**config.mk**
```make
export PLATFORM = sky130hd
export DESIGN_NAME = write_back_lru_block_cache_core_flat
export DESIGN_NICKNAME = d
export VERILOG_FILES = /design/src/rtl/core/wblc_pkg.sv /design/src/rtl/core/wblc_if.sv /design/src/rtl/core/write_back_lru_block_cache_core.sv /design/src/rtl/core/wblc_ram.sv /design/src/flat_wrapper.sv
export SDC_FILE = /design/constraint.sdc
export NUM_CORES = 1
export LEC_CHECK = 0
export ABC_CLOCK_PERIOD_IN_PS = 4300
export BUFFER_PORTS_ARGS = -buffer_cell sky130_fd_sc_hd__buf_2
export CAP_MARGIN = 20
export CORE_ASPECT_RATIO = 1.5
export CORE_MARGIN = 4
export CORE_UTILIZATION = 23
export CTS_CLUSTER_SIZE = 10
export DETAILED_ROUTE_END_ITERATION = 7
export GPL_TIMING_DRIVEN = 0
export REMOVE_ABC_BUFFERS = 1
export SYNTH_ARGS = -nofsm -noshare
export SYNTH_HDL_FRONTEND = slang
export SYNTH_HIERARCHICAL = 1
export SYNTH_SLANG_ARGS = --single-unit
```
**constraint.sdc**
```tcl
create_clock -name i_clk -period 4.3 [get_ports i_clk]
set_input_delay 0 -clock i_clk [delete_from_list [all_inputs] [get_ports i_clk]]
set_output_delay 0 -clock i_clk [all_outputs]
set_load 0.05 [all_outputs]
```
**src/rtl/core/wblc_pkg.sv**
```systemverilog
// Shared constants and types of the write-back LRU block cache core.
package wblc_pkg;

    // Default geometry
    localparam int WAYS_DEF       = 8;
    localparam int NUM_BLOCKS_DEF = 2048;
    localparam int BLK_W_DEF      = $clog2(NUM_BLOCKS_DEF);
    localparam int WAY_W_DEF      = $clog2(WAYS_DEF);

    // Access kinds carried on the mode bit
    localparam logic MODE_READ  = 1'b0;
    localparam logic MODE_WRITE = 1'b1;

    // Sequencer states
    typedef enum logic [1:0] {
        ST_IDLE,
        ST_SCAN,
        ST_UPDATE
    } t_state;

endpackage

```
**src/rtl/core/wblc_if.sv**
```systemverilog
// Request and response channel interfaces of the block cache core.
interface wblc_req_if #(
    parameter int BLK_W = wblc_pkg::BLK_W_DEF
);
    logic             valid;
    logic             ready;
    logic             mode;
    logic [BLK_W-1:0] block;

    modport source (output valid, output mode, output block, input ready);
    modport sink   (input valid, input mode, input block, output ready);
endinterface

interface wblc_rsp_if #(
    parameter int BLK_W = wblc_pkg::BLK_W_DEF,
    parameter int WAY_W = wblc_pkg::WAY_W_DEF
);
    logic             valid;
    logic             ready;
    logic             hit;
    logic [WAY_W-1:0] way;
    logic             fetch;
    logic             writeback;
    logic [BLK_W-1:0] victim_block;

    modport source (output valid, output hit, output way, output fetch,
                    output writeback, output victim_block, input ready);
    modport sink   (input valid, input hit, input way, input fetch,
                    input writeback, input victim_block, output ready);
endinterface

```
**src/rtl/core/write_back_lru_block_cache_core.sv**
```systemverilog
// Top level: tag scan, victim choice and LRU update of a fully associative block cache.
//
//  Channel  | Dir | Handshake     | Word contents
//  ---------+-----+---------------+-----------------------------------------------
//  i_req    | in  | valid / ready | mode (0 read, 1 write), block
//  o_rsp    | out | valid / ready | hit, way, fetch, writeback, victim_block
//
//  An access passes an accept state, then a scan in which the single tag comparator walks
//  the tag RAM one way per cycle behind its registered read, then an update state.
//  i_rst_n is synchronous, active low: it clears valid and dirty bits, sets each rank to
//  its way index and empties the response register. The tag RAM is not cleared.
//  A stalled response holds in its register; the update waits for it to leave.
module write_back_lru_block_cache_core #(
    parameter int WAYS       = wblc_pkg::WAYS_DEF,
    parameter int NUM_BLOCKS = wblc_pkg::NUM_BLOCKS_DEF
) (
    input  logic        i_clk,
    input  logic        i_rst_n,
    wblc_req_if.sink    i_req,
    wblc_rsp_if.source  o_rsp
);

    localparam int BLK_W = $clog2(NUM_BLOCKS);
    localparam int WAY_W = $clog2(WAYS);

    localparam logic [WAY_W:0]   WAYS_CNT = (WAY_W + 1)'(WAYS);
    localparam logic [WAY_W-1:0] LAST_WAY = WAY_W'(WAYS - 1);
    localparam logic [WAY_W-1:0] TOP_RANK = WAY_W'(WAYS - 1);

    // Sequencer
    wblc_pkg::t_state r_state, n_state;
    logic [WAY_W:0]   r_idx, n_idx;
    logic             r_cmp_vld, n_cmp_vld;
    logic [WAY_W-1:0] r_cmp_idx;

    // Captured request
    logic             r_mode;
    logic [BLK_W-1:0] r_blk;

    // Scan findings
    logic             r_hit;
    logic [WAY_W-1:0] r_hit_way;
    logic             r_inv_found;
    logic [WAY_W-1:0] r_inv_way;
    logic [WAY_W-1:0] r_lru_way;
    logic [BLK_W-1:0] r_lru_tag;

    // Way metadata
    logic [WAYS-1:0]  r_valid;
    logic [WAYS-1:0]  r_dirty;
    logic [WAY_W-1:0] r_rank [WAYS];

    // Response register
    logic             r_out_vld;
    logic             r_out_hit;
    logic [WAY_W-1:0] r_out_way;
    logic             r_out_fetch;
    logic             r_out_wb;
    logic [BLK_W-1:0] r_out_victim;

    // Datapath wires
    logic             issue;
    logic             rd_en;
    logic             upd_fire;
    logic             out_free;
    logic             accept;
    logic [BLK_W-1:0] ram_rdata;
    logic             cmp_valid;
    logic             cmp_match;
    logic             cmp_lru;
    logic [WAY_W-1:0] sel_way;
    logic [WAY_W-1:0] sel_rank;
    logic             sel_wb;

    // Tag store
    wblc_ram #(
        .WIDTH (BLK_W),
        .DEPTH (WAYS)
    ) u_tag_ram (
        .i_clk   (i_clk),
        .i_we    (upd_fire && !r_hit),
        .i_waddr (sel_way),
        .i_wdata (r_blk),
        .i_re    (rd_en),
        .i_raddr (r_idx[WAY_W-1:0]),
        .o_rdata (ram_rdata)
    );

    assign out_free = !r_out_vld || o_rsp.ready;
    assign issue    = r_idx < WAYS_CNT;

    // Next state
    always_comb begin
        n_state = r_state;
        case (r_state)
            wblc_pkg::ST_IDLE: begin
                if (i_req.valid) begin
                    n_state = wblc_pkg::ST_SCAN;
                end
            end
            wblc_pkg::ST_SCAN: begin
                if (r_cmp_vld && r_cmp_idx == LAST_WAY) begin
                    n_state = wblc_pkg::ST_UPDATE;
                end
            end
            wblc_pkg::ST_UPDATE: begin
                if (out_free) begin
                    n_state = wblc_pkg::ST_IDLE;
                end
            end
            default: begin
                n_state = wblc_pkg::ST_IDLE;
            end
        endcase
    end

    // State outputs
    always_comb begin
        i_req.ready = 1'b0;
        rd_en       = 1'b0;
        upd_fire    = 1'b0;
        case (r_state)
            wblc_pkg::ST_IDLE: begin
                i_req.ready = 1'b1;
            end
            wblc_pkg::ST_SCAN: begin
                rd_en = issue;
            end
            wblc_pkg::ST_UPDATE: begin
                upd_fire = out_free;
            end
            default: begin
                i_req.ready = 1'b0;
            end
        endcase
    end

    assign accept = i_req.valid && i_req.ready;

    // Scan counter: issue one tag read per cycle, compare it in the next cycle
    always_comb begin
        n_idx     = r_idx;
        n_cmp_vld = 1'b0;
        if (accept) begin
            n_idx = '0;
        end else if (rd_en) begin
            n_idx     = r_idx + 1'b1;
            n_cmp_vld = 1'b1;
        end
    end

    // Shared comparator on the way just read
    assign cmp_valid = r_valid[r_cmp_idx];
    assign cmp_match = r_cmp_vld && cmp_valid && (ram_rdata == r_blk);
    assign cmp_lru   = r_cmp_vld && (r_rank[r_cmp_idx] == '0);

    // Pick the way: hit, else lowest invalid, else least recently used
    always_comb begin
        if (r_hit) begin
            sel_way = r_hit_way;
        end else if (r_inv_found) begin
            sel_way = r_inv_way;
        end else begin
            sel_way = r_lru_way;
        end
    end

    assign sel_rank = r_rank[sel_way];
    assign sel_wb   = !r_hit && !r_inv_found && r_dirty[r_lru_way];

    // Control registers
    always_ff @(posedge i_clk) begin
        if (!i_rst_n) begin
            r_state   <= wblc_pkg::ST_IDLE;
            r_idx     <= '0;
            r_cmp_vld <= 1'b0;
        end else begin
            r_state   <= n_state;
            r_idx     <= n_idx;
            r_cmp_vld <= n_cmp_vld;
        end
    end

    // Capture the request and track scan findings
    always_ff @(posedge i_clk) begin
        r_cmp_idx <= r_idx[WAY_W-1:0];
        if (accept) begin
            r_mode      <= i_req.mode;
            r_blk       <= i_req.block;
            r_hit       <= 1'b0;
            r_inv_found <= 1'b0;
        end else begin
            if (cmp_match && !r_hit) begin
                r_hit     <= 1'b1;
                r_hit_way <= r_cmp_idx;
            end
            if (r_cmp_vld && !cmp_valid && !r_inv_found) begin
                r_inv_found <= 1'b1;
                r_inv_way   <= r_cmp_idx;
            end
            if (cmp_lru) begin
                r_lru_way <= r_cmp_idx;
                r_lru_tag <= ram_rdata;
            end
        end
    end

    // Update valid, dirty and recency ranks
    always_ff @(posedge i_clk) begin
        if (!i_rst_n) begin
            r_valid <= '0;
            r_dirty <= '0;
            for (int i = 0; i < WAYS; i++) begin
                r_rank[i] <= WAY_W'(i);
            end
        end else if (upd_fire) begin
            r_valid[sel_way] <= 1'b1;
            if (r_hit) begin
                r_dirty[sel_way] <= r_dirty[sel_way] || (r_mode == wblc_pkg::MODE_WRITE);
            end else begin
                r_dirty[sel_way] <= (r_mode == wblc_pkg::MODE_WRITE);
            end
            for (int i = 0; i < WAYS; i++) begin
                if (WAY_W'(i) == sel_way) begin
                    r_rank[i] <= TOP_RANK;
                end else if (r_rank[i] > sel_rank) begin
                    r_rank[i] <= r_rank[i] - 1'b1;
                end
            end
        end
    end

    // Response valid
    always_ff @(posedge i_clk) begin
        if (!i_rst_n) begin
            r_out_vld <= 1'b0;
        end else if (upd_fire) begin
            r_out_vld <= 1'b1;
        end else if (o_rsp.ready) begin
            r_out_vld <= 1'b0;
        end
    end

    // Response word
    always_ff @(posedge i_clk) begin
        if (upd_fire) begin
            r_out_hit    <= r_hit;
            r_out_way    <= sel_way;
            r_out_fetch  <= !r_hit && (r_mode == wblc_pkg::MODE_READ);
            r_out_wb     <= sel_wb;
            r_out_victim <= sel_wb ? r_lru_tag : '0;
        end
    end

    assign o_rsp.valid        = r_out_vld;
    assign o_rsp.hit          = r_out_hit;
    assign o_rsp.way          = r_out_way;
    assign o_rsp.fetch        = r_out_fetch;
    assign o_rsp.writeback    = r_out_wb;
    assign o_rsp.victim_block = r_out_victim;

endmodule

```
**src/rtl/core/wblc_ram.sv**
```systemverilog
// Generic single-write, single-read RAM with registered read data.
module wblc_ram #(
    parameter  int WIDTH = wblc_pkg::BLK_W_DEF,
    parameter  int DEPTH = wblc_pkg::WAYS_DEF,
    localparam int AW    = $clog2(DEPTH)
) (
    input  logic             i_clk,
    input  logic             i_we,
    input  logic [AW-1:0]    i_waddr,
    input  logic [WIDTH-1:0] i_wdata,
    input  logic             i_re,
    input  logic [AW-1:0]    i_raddr,
    output logic [WIDTH-1:0] o_rdata
);

    logic [WIDTH-1:0] r_mem [DEPTH];
    logic [WIDTH-1:0] r_rdata;

    // Write port
    always_ff @(posedge i_clk) begin
        if (i_we) begin
            r_mem[i_waddr] <= i_wdata;
        end
    end

    // Registered read port
    always_ff @(posedge i_clk) begin
        if (i_re) begin
            r_rdata <= r_mem[i_raddr];
        end
    end

    assign o_rdata = r_rdata;

endmodule

```
**src/flat_wrapper.sv**
```systemverilog
// flat-port wrapper written by rule: the top's interface ports become plain ports
module write_back_lru_block_cache_core_flat 
#(
    parameter int WAYS       = wblc_pkg::WAYS_DEF,
    parameter int NUM_BLOCKS = wblc_pkg::NUM_BLOCKS_DEF
)
  (i_clk, i_rst_n, i_req_valid, i_req_mode, i_req_block, i_req_ready, o_rsp_valid, o_rsp_hit, o_rsp_way, o_rsp_fetch, o_rsp_writeback, o_rsp_victim_block, o_rsp_ready);
  wblc_req_if i_req_i ();
  wblc_rsp_if o_rsp_i ();
  input  logic i_clk;
  input  logic i_rst_n;
  input wire logic [$bits(i_req_i.valid)-1:0] i_req_valid;
  input wire logic [$bits(i_req_i.mode)-1:0] i_req_mode;
  input wire logic [$bits(i_req_i.block)-1:0] i_req_block;
  output wire logic [$bits(i_req_i.ready)-1:0] i_req_ready;
  output wire logic [$bits(o_rsp_i.valid)-1:0] o_rsp_valid;
  output wire logic [$bits(o_rsp_i.hit)-1:0] o_rsp_hit;
  output wire logic [$bits(o_rsp_i.way)-1:0] o_rsp_way;
  output wire logic [$bits(o_rsp_i.fetch)-1:0] o_rsp_fetch;
  output wire logic [$bits(o_rsp_i.writeback)-1:0] o_rsp_writeback;
  output wire logic [$bits(o_rsp_i.victim_block)-1:0] o_rsp_victim_block;
  input wire logic [$bits(o_rsp_i.ready)-1:0] o_rsp_ready;
  assign i_req_i.valid = i_req_valid;
  assign i_req_i.mode = i_req_mode;
  assign i_req_i.block = i_req_block;
  assign i_req_ready = i_req_i.ready;
  assign o_rsp_valid = o_rsp_i.valid;
  assign o_rsp_hit = o_rsp_i.hit;
  assign o_rsp_way = o_rsp_i.way;
  assign o_rsp_fetch = o_rsp_i.fetch;
  assign o_rsp_writeback = o_rsp_i.writeback;
  assign o_rsp_victim_block = o_rsp_i.victim_block;
  assign o_rsp_i.ready = o_rsp_ready;
  write_back_lru_block_cache_core #(.WAYS(WAYS), .NUM_BLOCKS(NUM_BLOCKS)) u_core (.i_clk(i_clk), .i_rst_n(i_rst_n), .i_req(i_req_i), .o_rsp(o_rsp_i));
endmodule
```
==> results.py, run 1 <==
metrics = {
    "placed_design": {
        "dp_hpwl_mm": 14.5,
        "postPlaceCellArea_um2": 9830,
        "gp_congestion": 0.805,
        "port_buffers": 34,
    },
    "sta": {
        "setup_violations": 0,
        "drv_slew": 0,
        "maxSlewHeadroom": 0.428,
        "fin_skew_ns": 0.0178,
        "rsz0062_at_grt": "no",
        "period_minus_slack_ns": 3.99,
        "fin_crit_sh": 0.929,
        "finalHoldViolCount": 0,
        "tightest_slew_ns": 0.851,
        "max_freq_mhz": 250,
        "holdWs_ns": 0.191,
    },
    "critical_path": {
        "worstSetupPathDepth": 9,
        "path_cells": "o21a_1 > clkinvlp_4 > mux4_1 > mux2i_4 > ha_1 > inv_1 > a221oi_1 > or3_1 > a211o_1",
        "crit_family": "compound AO/OA/AOI/OAI gates",
        "cp.buffers_inverters": 2,
        "cp_slowest_stage_delay_ns": 0.63,
        "start_kind": "flop",
        "crit_fanout": 21,
        "crit_arrival_ns": 4.25,
        "required_ns": 4.56,
        "reg2reg_depth": 9,
        "path_class": "reg2reg",
        "endpoint_kind": "flop",
        "cp_slowest_cell": "dfxtp_2",
    },
    "global_route": {
        "antenna_found_initial": 0,
        "grt_pass1_wl_mm": 32.4,
        "grt_max_degree": 28,
        "grt-ovfl-total": 0,
        "grt_pass1_vias": 5625,
        "track_usage": 0.0973,
    },
    "detailed_routing": {
        "first_pass_iters": 5,
        "avgViaCountPerCell": 4.54,
        "drcViolationCount": 0,
        "wl_per_cell_um": 17.7,
        "dr.first_iter.drc_count": 395,
        "num_vias": 5364,
        "finalWirelength_mm": 20.9,
        "ant_nets": 0,
    },
    "logic_synthesis": {
        "synth_ff_type": "edfxtp_1",
        "yosys_warnings": 6,
        "yosys_register_bits": 201,
        "synth_edf_count": 172,
        "syn_avg_cell_area_um2": 15.0,
        "ys_seq_area_frac": 0.638,
        "synthArstFlopShare": 0,
        "yosysUniqueCellTypes": 56,
        "netlist_area_um2": 9000,
        "synth_cells": 599,
    },
    "power": {
        "power_density_nw_per_um2": 396,
        "ir_drop_v": 0.000238,
        "leakage_nw": 3.69,
    },
    "clocking": {
        "clockRootBuffer": "clkbuf_16",
        "insertion_delay_ns": 0.52,
        "cts.clk_slew.worst_paths_ns": 0.05,
        "cts_buffers": 24,
        "cts_tree": "built",
        "cts_sinks": 201,
        "ctsHtreeMaxLevel": 1,
        "clock_path_buffers": 3,
        "post-cts-setup-buffers": 0,
    },
    "layout": {
        "nNetsFinal": 710,
        "diodes": 0,
        "most-common-layout-cells": "172 x edfxtp_1, 43 x nand2_1, 35 x buf_2",
        "area_growth_pct": 19.3,
        "final_area_um2": 10700,
        "drive_gt1_frac": 0.168,
        "final_common_cell": "edfxtp_1",
    },
    "flow_run": {
        "maxCapViolations": 0,
    },
    "floorplanning": {
        "die_h_um": 250,
        "core-area_um2": 38500,
        "initial_core_util": 0.234,
        "fp.dieW_um": 170,
        "ios": 35,
        "rows": 88,
        "die_area_um2": 42400,
    },
    "worst_hold_path": {
        "hold_class": "in2reg",
        "min_path_cells": 2,
    },
    "status": {
        "outcome": "finished clean",
    },
}
## final timing paths
check             slack (ns)                                 to                      startpoint
setup / recovery        0.31  u_core/r_rank[6][1]$_SDFFCE_PN1P_       u_core/r_hit$_SDFFE_PP0P_
setup reg to reg        0.31  u_core/r_rank[6][1]$_SDFFCE_PN1P_       u_core/r_hit$_SDFFE_PP0P_
hold reg to reg         0.44     u_core/r_valid[2]$_SDFFE_PN0P_  u_core/r_valid[2]$_SDFFE_PN0P_
hold / removal          0.19          u_core/r_blk[5]$_DFFE_PP_                  i_req_block[5]
## power breakdown
group | switching [mW] | internal [mW]
Clock | 0.748 | 1.09
Sequential | 0.0418 | 2.14
Combinational | 0.133 | 0.0984
## metal layers
layer / track usage / wire length, um / vias up
li1: - / - / 2498
met1: 0.108 / 8010 / 2701
met2: 0.181 / 11400 / 128
met3: 0.0164 / 861 / 37
met4: 0.0405 / 591 / 0
met5: 0 / 0 / -
## state kept, by name (all words and copies together), names as in the netlist, 4 cells and up
register and count:
u_core/o_rsp.victim_block 11, u_core/r_blk 11, u_core/r_dirty 8, u_core/r_idx 4, u_core/r_lru_tag 11, u_core/r_rank 24
u_core/r_valid 8, u_core/u_tag_ram/o_rdata 11, u_core/u_tag_ram/r_mem 88
## cells by family after synthesis
group | Yosys count | share of synthesized area
buffers and inverters | 48 | 0.0250
muxes | 59 | 0.124
DFF | 201 | 0.638
and+or+nand+nor | 154 | 0.0820
AOI/OAI and AO/OA | 91 | 0.0755
adders and majority gates | 25 | 0.0348
xor gates and xnor gates | 21 | 0.0204
## through the flow
stage,worst slack [ns],total power [mW],cells,TNS (ns),util
2_1_floorplan,0.663,2.36,579,0,-
3_3_place_gp,-0.363,2.43,1108,-10.25,0.251
3_5_place_dp,-0.396,2.44,1122,-10.60,0.255
4_1_cts,0.140,4.31,1180,0,0.278
5_1_grt,0.0245,4.43,1181,0,0.279
6_report,0.306,4.25,1181,0,0.279
## synthesized netlist by cell type, types with 3 or more instances
cell | number | share of area
o211ai_1 | 14 | 0.012
buf_6 | 4 | 0.0050
a221oi_2 | 3 | 0.0050
ha_1 | 25 | 0.035
and3_1 | 3 | 0.0021
nor3_1 | 24 | 0.013
buf_2 | 5 | 0.0028
xnor2_1 | 15 | 0.015
nand4_1 | 4 | 0.0028
nand3_1 | 10 | 0.0056
nor2_1 | 33 | 0.014
nand2_1 | 43 | 0.018
mux4_2 | 9 | 0.023
clkbuf_1 | 7 | 0.0029
and2_1 | 13 | 0.0090
buf_1 | 3 | 0.0013
a22oi_1 | 4 | 0.0033
nor4_1 | 6 | 0.0042
nand2b_1 | 6 | 0.0042
a221oi_1 | 3 | 0.0029
mux4_1 | 24 | 0.070
a21oi_1 | 19 | 0.011
mux2i_1 | 13 | 0.014
a211o_1 | 3 | 0.0029
xor2_1 | 6 | 0.0058
inv_1 | 25 | 0.010
o21ai_0 | 12 | 0.0067
a31oi_1 | 3 | 0.0021
dfxtp_1 | 29 | 0.065
edfxtp_1 | 172 | 0.57
o31ai_1 | 14 | 0.012
or3_1 | 5 | 0.0035
mux2_2 | 12 | 0.015
o211a_1 | 3 | 0.0033
## final cells by class
cell class | count | area (um2)
clock buffers | 41 | 696
clock inverters | 2 | 10.0
fillers | 3923 | 27800
inverters | 28 | 114
multi-input cells | 350 | 3060
flip-flops and latches | 201 | 5750
well taps | 495 | 619
repair buffers | 64 | 493
## what timing repair did
action                     4_1_cts  5_1_grt
hold endpoints to repair        17        0
resized for setup                2        3
setup endpoints to repair       45       24
hold buffers                    15        0
Power figures use the tool's default switching activity.
==> inputs of run 2 (changes only) <==
--- a/config.mk
+++ b/config.mk
@@ -9,7 +9,7 @@
 export BUFFER_PORTS_ARGS = -buffer_cell sky130_fd_sc_hd__buf_2
 export CAP_MARGIN = 20
 export CORE_ASPECT_RATIO = 1.5
-export CORE_MARGIN = 4
+export CORE_MARGIN = 2
 export CORE_UTILIZATION = 23
 export CTS_CLUSTER_SIZE = 10
 export DETAILED_ROUTE_END_ITERATION = 7
==> run 2 against run 1 <==
Effect of this change: global-route usage rose by 0.42 points; clock-buffer cell count rose by 2; cell count rose by 0.25%; clock power barely moved; first-iteration DRC count fell by 12%; clock skew fell by 0.0081 ns; via count barely moved; sequential power barely moved.
==> results.py, run 2 (same netlist as run 1, synthesis figures left out) <==
metrics = {
    "status": {
        "outcome": "finished clean",
    },
    "detailed_routing": {
        "finalWirelength_mm": 20.4,
        "met2_wirelength_mm": 11.4,
        "num_vias": 5361,
        "dr_wl_met3_um": 941,
        "m1WireLength_mm": 7.80,
        "top_layer": "met4",
        "ant_nets": 0,
        "drcViolationCount": 0,
        "dr.first_iter.drc_count": 349,
        "first_pass_iters": 5,
        "wl_per_cell_um": 17.3,
        "avgViaCountPerCell": 4.53,
    },
    "placed_design": {
        "dp.cells": 1122,
        "gp_congestion": 0.801,
        "port_buffers": 34,
        "dp_hpwl_mm": 14.7,
    },
    "floorplanning": {
        "initial_core_util": 0.234,
        "die_area_um2": 40800,
        "fp.dieW_um": 166,
        "die_h_um": 246,
        "rows": 88,
        "core-area_um2": 38500,
        "ios": 35,
    },
    "clocking": {
        "clockRootBuffer": "clkbuf_16",
        "insertion_delay_ns": 0.51,
        "cts.clk_slew.worst_paths_ns": 0.05,
        "cts_buffers": 24,
        "cts_sinks": 201,
        "clock_path_buffers": 3,
        "ctsHtreeMaxLevel": 1,
        "cts_tree": "built",
    },
    "layout": {
        "drive_gt1_frac": 0.170,
        "largest_registers": "u_core/u_tag_ram/r_mem (88), u_core/r_rank (24)",
        "fin_util": 0.279,
        "stdcell_count": 1184,
        "final_common_cell": "edfxtp_1",
        "nNetsFinal": 712,
        "diodes": 0,
        "area_growth_pct": 19.5,
        "largest_reg_flops": 88,
        "most-common-layout-cells": "172 x edfxtp_1, 43 x nand2_1, 34 x buf_2",
        "top_register": "u_core/u_tag_ram/r_mem",
    },
    "critical_path": {
        "endpoint_kind": "flop",
        "cp_slowest_stage_delay_ns": 0.65,
        "path_common_cell": "o21ai_0",
        "path_cells": "o21a_1 > mux4_2 > o21ai_0 > buf_4 > ha_1 > nor2_1 > o21ai_0 > o21ai_0 > a21oi_1 > a31oi_1",
        "crit_family": "compound AO/OA/AOI/OAI gates",
        "cp.buffers_inverters": 1,
        "crit_arrival_ns": 4.16,
        "crit_fanout": 21,
        "path_class": "reg2reg",
        "start_kind": "flop",
        "required_ns": 4.46,
        "cp_slowest_cell": "dfxtp_2",
    },
    "global_route": {
        "grt_max_degree": 28,
        "grt-ovfl-total": 0,
        "track_usage": 0.101,
        "grt_pass1_wl_mm": 31.9,
        "antenna_found_initial": 0,
        "grt_pass1_vias": 5428,
    },
    "sta": {
        "drv_slew": 0,
        "finalHoldViolCount": 0,
        "setup_violations": 0,
        "fin_skew_ns": 0.00970,
        "tightest_slew_ns": 1.07,
        "fin_crit_sh": 0.928,
        "period_minus_slack_ns": 3.99,
        "max_freq_mhz": 251,
        "rsz0062_at_grt": "no",
        "maxSlewHeadroom": 0.285,
    },
    "power": {
        "power_density_nw_per_um2": 394,
        "p_total_mw": 4.23,
        "ir_drop_v": 0.000291,
        "leakage_nw": 3.70,
    },
    "flow_run": {
        "maxCapViolations": 0,
    },
    "worst_hold_path": {
        "hold_class": "in2reg",
    },
}
## run 2: changes by cell type in the layout (fill, tap and decap cells not counted), sizes merged
cell / previous run / this run
clkbuf: 41 / 43
dlygate4sd3: 15 / 14
clkinv: 3 / 2
buf: 49 / 52
## run 2: area by class of cell
cell class / instances / area, um2
clock buffer: 43 / 693
clock inverter: 1 / 16.3
fill: 3908 / 27800
inverter: 28 / 114
multi-input combinational: 350 / 3060
sequential: 201 / 5750
tap: 495 / 619
timing repair buffer: 66 / 503
## run 2: timing repair
item	CTS	global route
endpoints found under the hold margin	19	0
resized for setup	2	3
setup endpoints to repair	45	19
hold buffers	14	0
buffers inserted	0	4
gates cloned	0	0
## run 2: final timing paths
kind              depth (start not counted)  slack, ns                      startpoint                           endpoint
setup reg to reg                         10       0.31       u_core/r_hit$_SDFFE_PP0P_  u_core/r_rank[5][0]$_SDFFCE_PN1P_
setup / recovery                         10       0.31       u_core/r_hit$_SDFFE_PP0P_  u_core/r_rank[5][0]$_SDFFCE_PN1P_
hold reg to reg                           2       0.45  u_core/r_valid[0]$_SDFFE_PN0P_     u_core/r_valid[0]$_SDFFE_PN0P_
hold / removal                            3       0.01                         i_rst_n     u_core/r_valid[1]$_SDFFE_PN0P_
## run 2: routing by layer
layer | track usage | vias to the layer above
met2 | 0.200 | 142
li1 | - | 2514
met4 | 0.0198 | 0
met5 | 0 | -
met1 | 0.113 | 2682
met3 | 0.0160 | 23
## run 2: worst reg2reg max path, stage by stage (launching register included)
cell and delay, ns:
dfxtp_2 0.65, o21a_1 0.57, mux4_2 0.57, o21ai_0 0.50, buf_4 0.28, ha_1 0.26, nor2_1 0.13, o21ai_0 0.09
o21ai_0 0.09, a21oi_1 0.14, a31oi_1 0.38
## run 2: stage by stage
stage	worst slack [ns]	area (um2)	hold WS (ns)	TNS [ns]
after floorplan	0.663	8880	0.0989	0
after global placement	-0.306	9670	0.177	-6.31
after detailed placement	-0.410	9850	0.178	-11.16
after CTS	0.127	10700	0.00817	0
after global routing	0.0437	10700	0.0147	0
final	0.308	10700	0.0133	0
## run 2: power by group
group / total (mW) / internal [mW] / switching [mW]
clock network: 1.81 / 1.08 / 0.731
registers: 2.18 / 2.14 / 0.0424
logic: 0.235 / 0.102 / 0.134
total: 4.23 / 3.32 / 0.908
==> inputs of run 3 (changes only) <==
--- a/config.mk
+++ b/config.mk
@@ -5,7 +5,7 @@
 export SDC_FILE = /design/constraint.sdc
 export NUM_CORES = 1
 export LEC_CHECK = 0
-export ABC_CLOCK_PERIOD_IN_PS = 4300
+export ABC_CLOCK_PERIOD_IN_PS = 4500
 export BUFFER_PORTS_ARGS = -buffer_cell sky130_fd_sc_hd__buf_2
 export CAP_MARGIN = 20
 export CORE_ASPECT_RATIO = 1.5
==> constraint.sdc (replaced) <==
create_clock -name i_clk -period 4.5 [get_ports i_clk]
set_input_delay 0 -clock i_clk [delete_from_list [all_inputs] [get_ports i_clk]]
set_output_delay 0 -clock i_clk [all_outputs]
set_load 0.05 [all_outputs]
==> run 3 against run 2 <==
Effect of this change: via count shrank 0.47%; total power shrank 4.6%; core utilization shrank 0.11 points; combinational power shrank 6%; clock-buffer cell count is the same; clock power shrank 4%; worst setup slack lost 0.011 ns; clock skew shrank 0.0013 ns; cell area shrank 0.40%; sequential power shrank 5%; register-to-register slack is essentially flat; highest routed layer unchanged.
==> results.py, run 3 (same netlist as run 1, synthesis figures left out) <==
metrics = {
    "critical_path": {
        "path_class": "reg2reg",
        "endpoint_kind": "flop",
        "required_ns": 4.75,
        "crit_family": "multiplexers",
        "worst_r2r_startpoint": "u_core/r_hit$_SDFFE_PP0P_",
        "cp_slowest_cell": "dfxtp_2",
        "crit_arrival_ns": 4.46,
        "crit_start": "u_core/r_hit$_SDFFE_PP0P_",
        "start_kind": "flop",
        "crit_fanout": 21,
        "cp.buffers_inverters": 2,
        "path_common_cell": "inv_1",
        "path_cells": "nand2_1 > o21a_1 > inv_1 > mux4_1 > mux2i_2 > ha_1 > inv_1 > a221oi_1 > or3_1 > a211o_1",
        "cp_slowest_stage_delay_ns": 0.64,
    },
    "power": {
        "netSwitchingFraction": 0.214,
        "seq_power_share": 0.516,
        "pwr-share-comb": 0.054,
        "ir_drop_v": 0.000278,
        "power.internal_mw": 3.17,
        "p_clk_frac": 0.429,
        "power_density_nw_per_um2": 377,
        "switchingPower_mw": 0.865,
        "p_total_mw": 4.04,
        "leakage_nw": 3.68,
    },
    "sta": {
        "setup_violations": 0,
        "rsz0062_at_grt": "no",
        "drv_slew": 0,
        "tightest_slew_ns": 1.05,
        "fin_skew_ns": 0.00842,
        "fin_crit_sh": 0.934,
        "period_minus_slack_ns": 4.20,
        "maxSlewHeadroom": 0.298,
        "setup_ws_ns": 0.297,
        "finalHoldViolCount": 0,
        "max_freq_mhz": 238,
        "holdWs_ns": 0.0186,
    },
    "clocking": {
        "cts_sinks": 201,
        "clockRootBuffer": "clkbuf_16",
        "ctsHtreeMaxLevel": 1,
        "cts_tree": "built",
        "cts_buffers": 24,
        "cts.clk_slew.worst_paths_ns": 0.05,
        "insertion_delay_ns": 0.51,
        "clock_path_buffers": 3,
    },
    "layout": {
        "largest_registers": "u_core/u_tag_ram/r_mem (88), u_core/r_rank (24)",
        "drive_gt1_frac": 0.162,
        "area_growth_pct": 19.0,
        "top_register": "u_core/u_tag_ram/r_mem",
        "nNetsFinal": 708,
        "diodes": 0,
        "largest_reg_flops": 88,
        "final_common_cell": "edfxtp_1",
        "most-common-layout-cells": "172 x edfxtp_1, 43 x nand2_1, 34 x buf_2",
        "nFillCells": 3908,
    },
    "global_route": {
        "grt_max_degree": 28,
        "track_usage": 0.101,
        "antenna_found_initial": 0,
        "grt_pass1_vias": 5428,
        "grt-ovfl-total": 0,
        "grt_pass1_wl_mm": 31.9,
    },
    "placed_design": {
        "pre_cts_ws_ns": -0.210,
        "dp_hpwl_mm": 14.7,
        "port_buffers": 34,
        "gp_congestion": 0.801,
    },
    "floorplanning": {
        "rows": 88,
        "ios": 35,
        "core-area_um2": 38500,
        "die_area_um2": 40800,
        "fp.dieW_um": 166,
        "die_h_um": 246,
        "initial_core_util": 0.234,
    },
    "detailed_routing": {
        "drcViolationCount": 0,
        "finalWirelength_mm": 20.4,
        "first_pass_iters": 6,
        "dr.first_iter.drc_count": 385,
        "wl_per_cell_um": 17.3,
        "ant_nets": 0,
        "avgViaCountPerCell": 4.52,
        "num_vias": 5336,
    },
    "worst_hold_path": {
        "worstHoldStart": "i_rst_n",
        "hold_class": "in2reg",
    },
    "status": {
        "outcome": "finished clean",
    },
    "flow_run": {
        "maxCapViolations": 0,
    },
}
==> run 3: changes by cell type in the layout (fill, tap and decap cells not counted) <==
| cell | delta |
|---|---|
| buf_4 | -4 |
| clkinvlp_4 | -1 |
| inv_1 | +1 |
| mux2i_2 | +1 |
| mux2i_4 | -1 |
| or2_1 | +1 |
| or2_2 | -1 |
==> run 3: per-stage QoR <==
| stage | TNS, ns | utilization | cell area, um2 | instances |
|---|---|---|---|---|
| finish | 0 | 0.278 | 10700 | 1180 |
| global route | 0 | 0.278 | 10700 | 1180 |
| CTS | 0 | 0.278 | 10700 | 1180 |
| detailed placement | -3.19 | 0.256 | 9850 | 1122 |
| global placement | -0.561 | 0.251 | 9670 | 1108 |
| floorplan | 0 | - | 8880 | 579 |
==> run 3: layout make-up <==
class,count,area [um2],share of cell area
clock buffer,43,693,0.0647
clock inverter,1,16.3,0.00152
inverter,28,110,0.0103
multi-input combinational,350,3050,0.285
sequential,201,5750,0.537
tap,495,619,0.0578
timing repair buffer,62,473,0.0442
==> run 3: metal layers <==
metal | vias to the layer above | wire length [um] | track usage
li1 | 2508 | - | -
met1 | 2665 | 7730 | 0.113
met2 | 136 | 11400 | 0.200
met3 | 27 | 997 | 0.0160
met4 | 0 | 298 | 0.0198
met5 | - | 0 | 0
==> run 3: tightest hold or removal path: cells and delay by family <==
kind / cells / cell delay, ns
and+or+nand+nor: 2 / 0.18
buffers and inverters: 1 / 0.28
==> run 3: path summary, 6_finish.rpt <==
path	to	slack [ns]	depth (start not counted)
max	u_core/r_rank[6][1]$_SDFFCE_PN1P_	0.30	10
min	u_core/r_valid[1]$_SDFFE_PN0P_	0.02	3
min reg2reg	u_core/r_valid[0]$_SDFFE_PN0P_	0.45	2
max reg2reg	u_core/r_rank[6][1]$_SDFFCE_PN1P_	0.30	10
==> run 3: what timing repair did <==
action                     in CTS  in global routing
hold buffers                   14                  0
gates resized for setup         1                  1
hold endpoints to repair       19                  0
setup endpoints to repair      32                 25
setup buffers                   0                  0
==> run 3: power by group through the flow <==
stage | Combinational (mW) | Clock, mW | Sequential, mW
detailed placement | 0.210 | 0 | 2.12
CTS | 0.220 | 1.79 | 2.08
floorplan | 0.149 | 0 | 2.11
finish | 0.220 | 1.73 | 2.08
global placement | 0.199 | 0 | 2.12
global route | 0.243 | 1.87 | 2.09
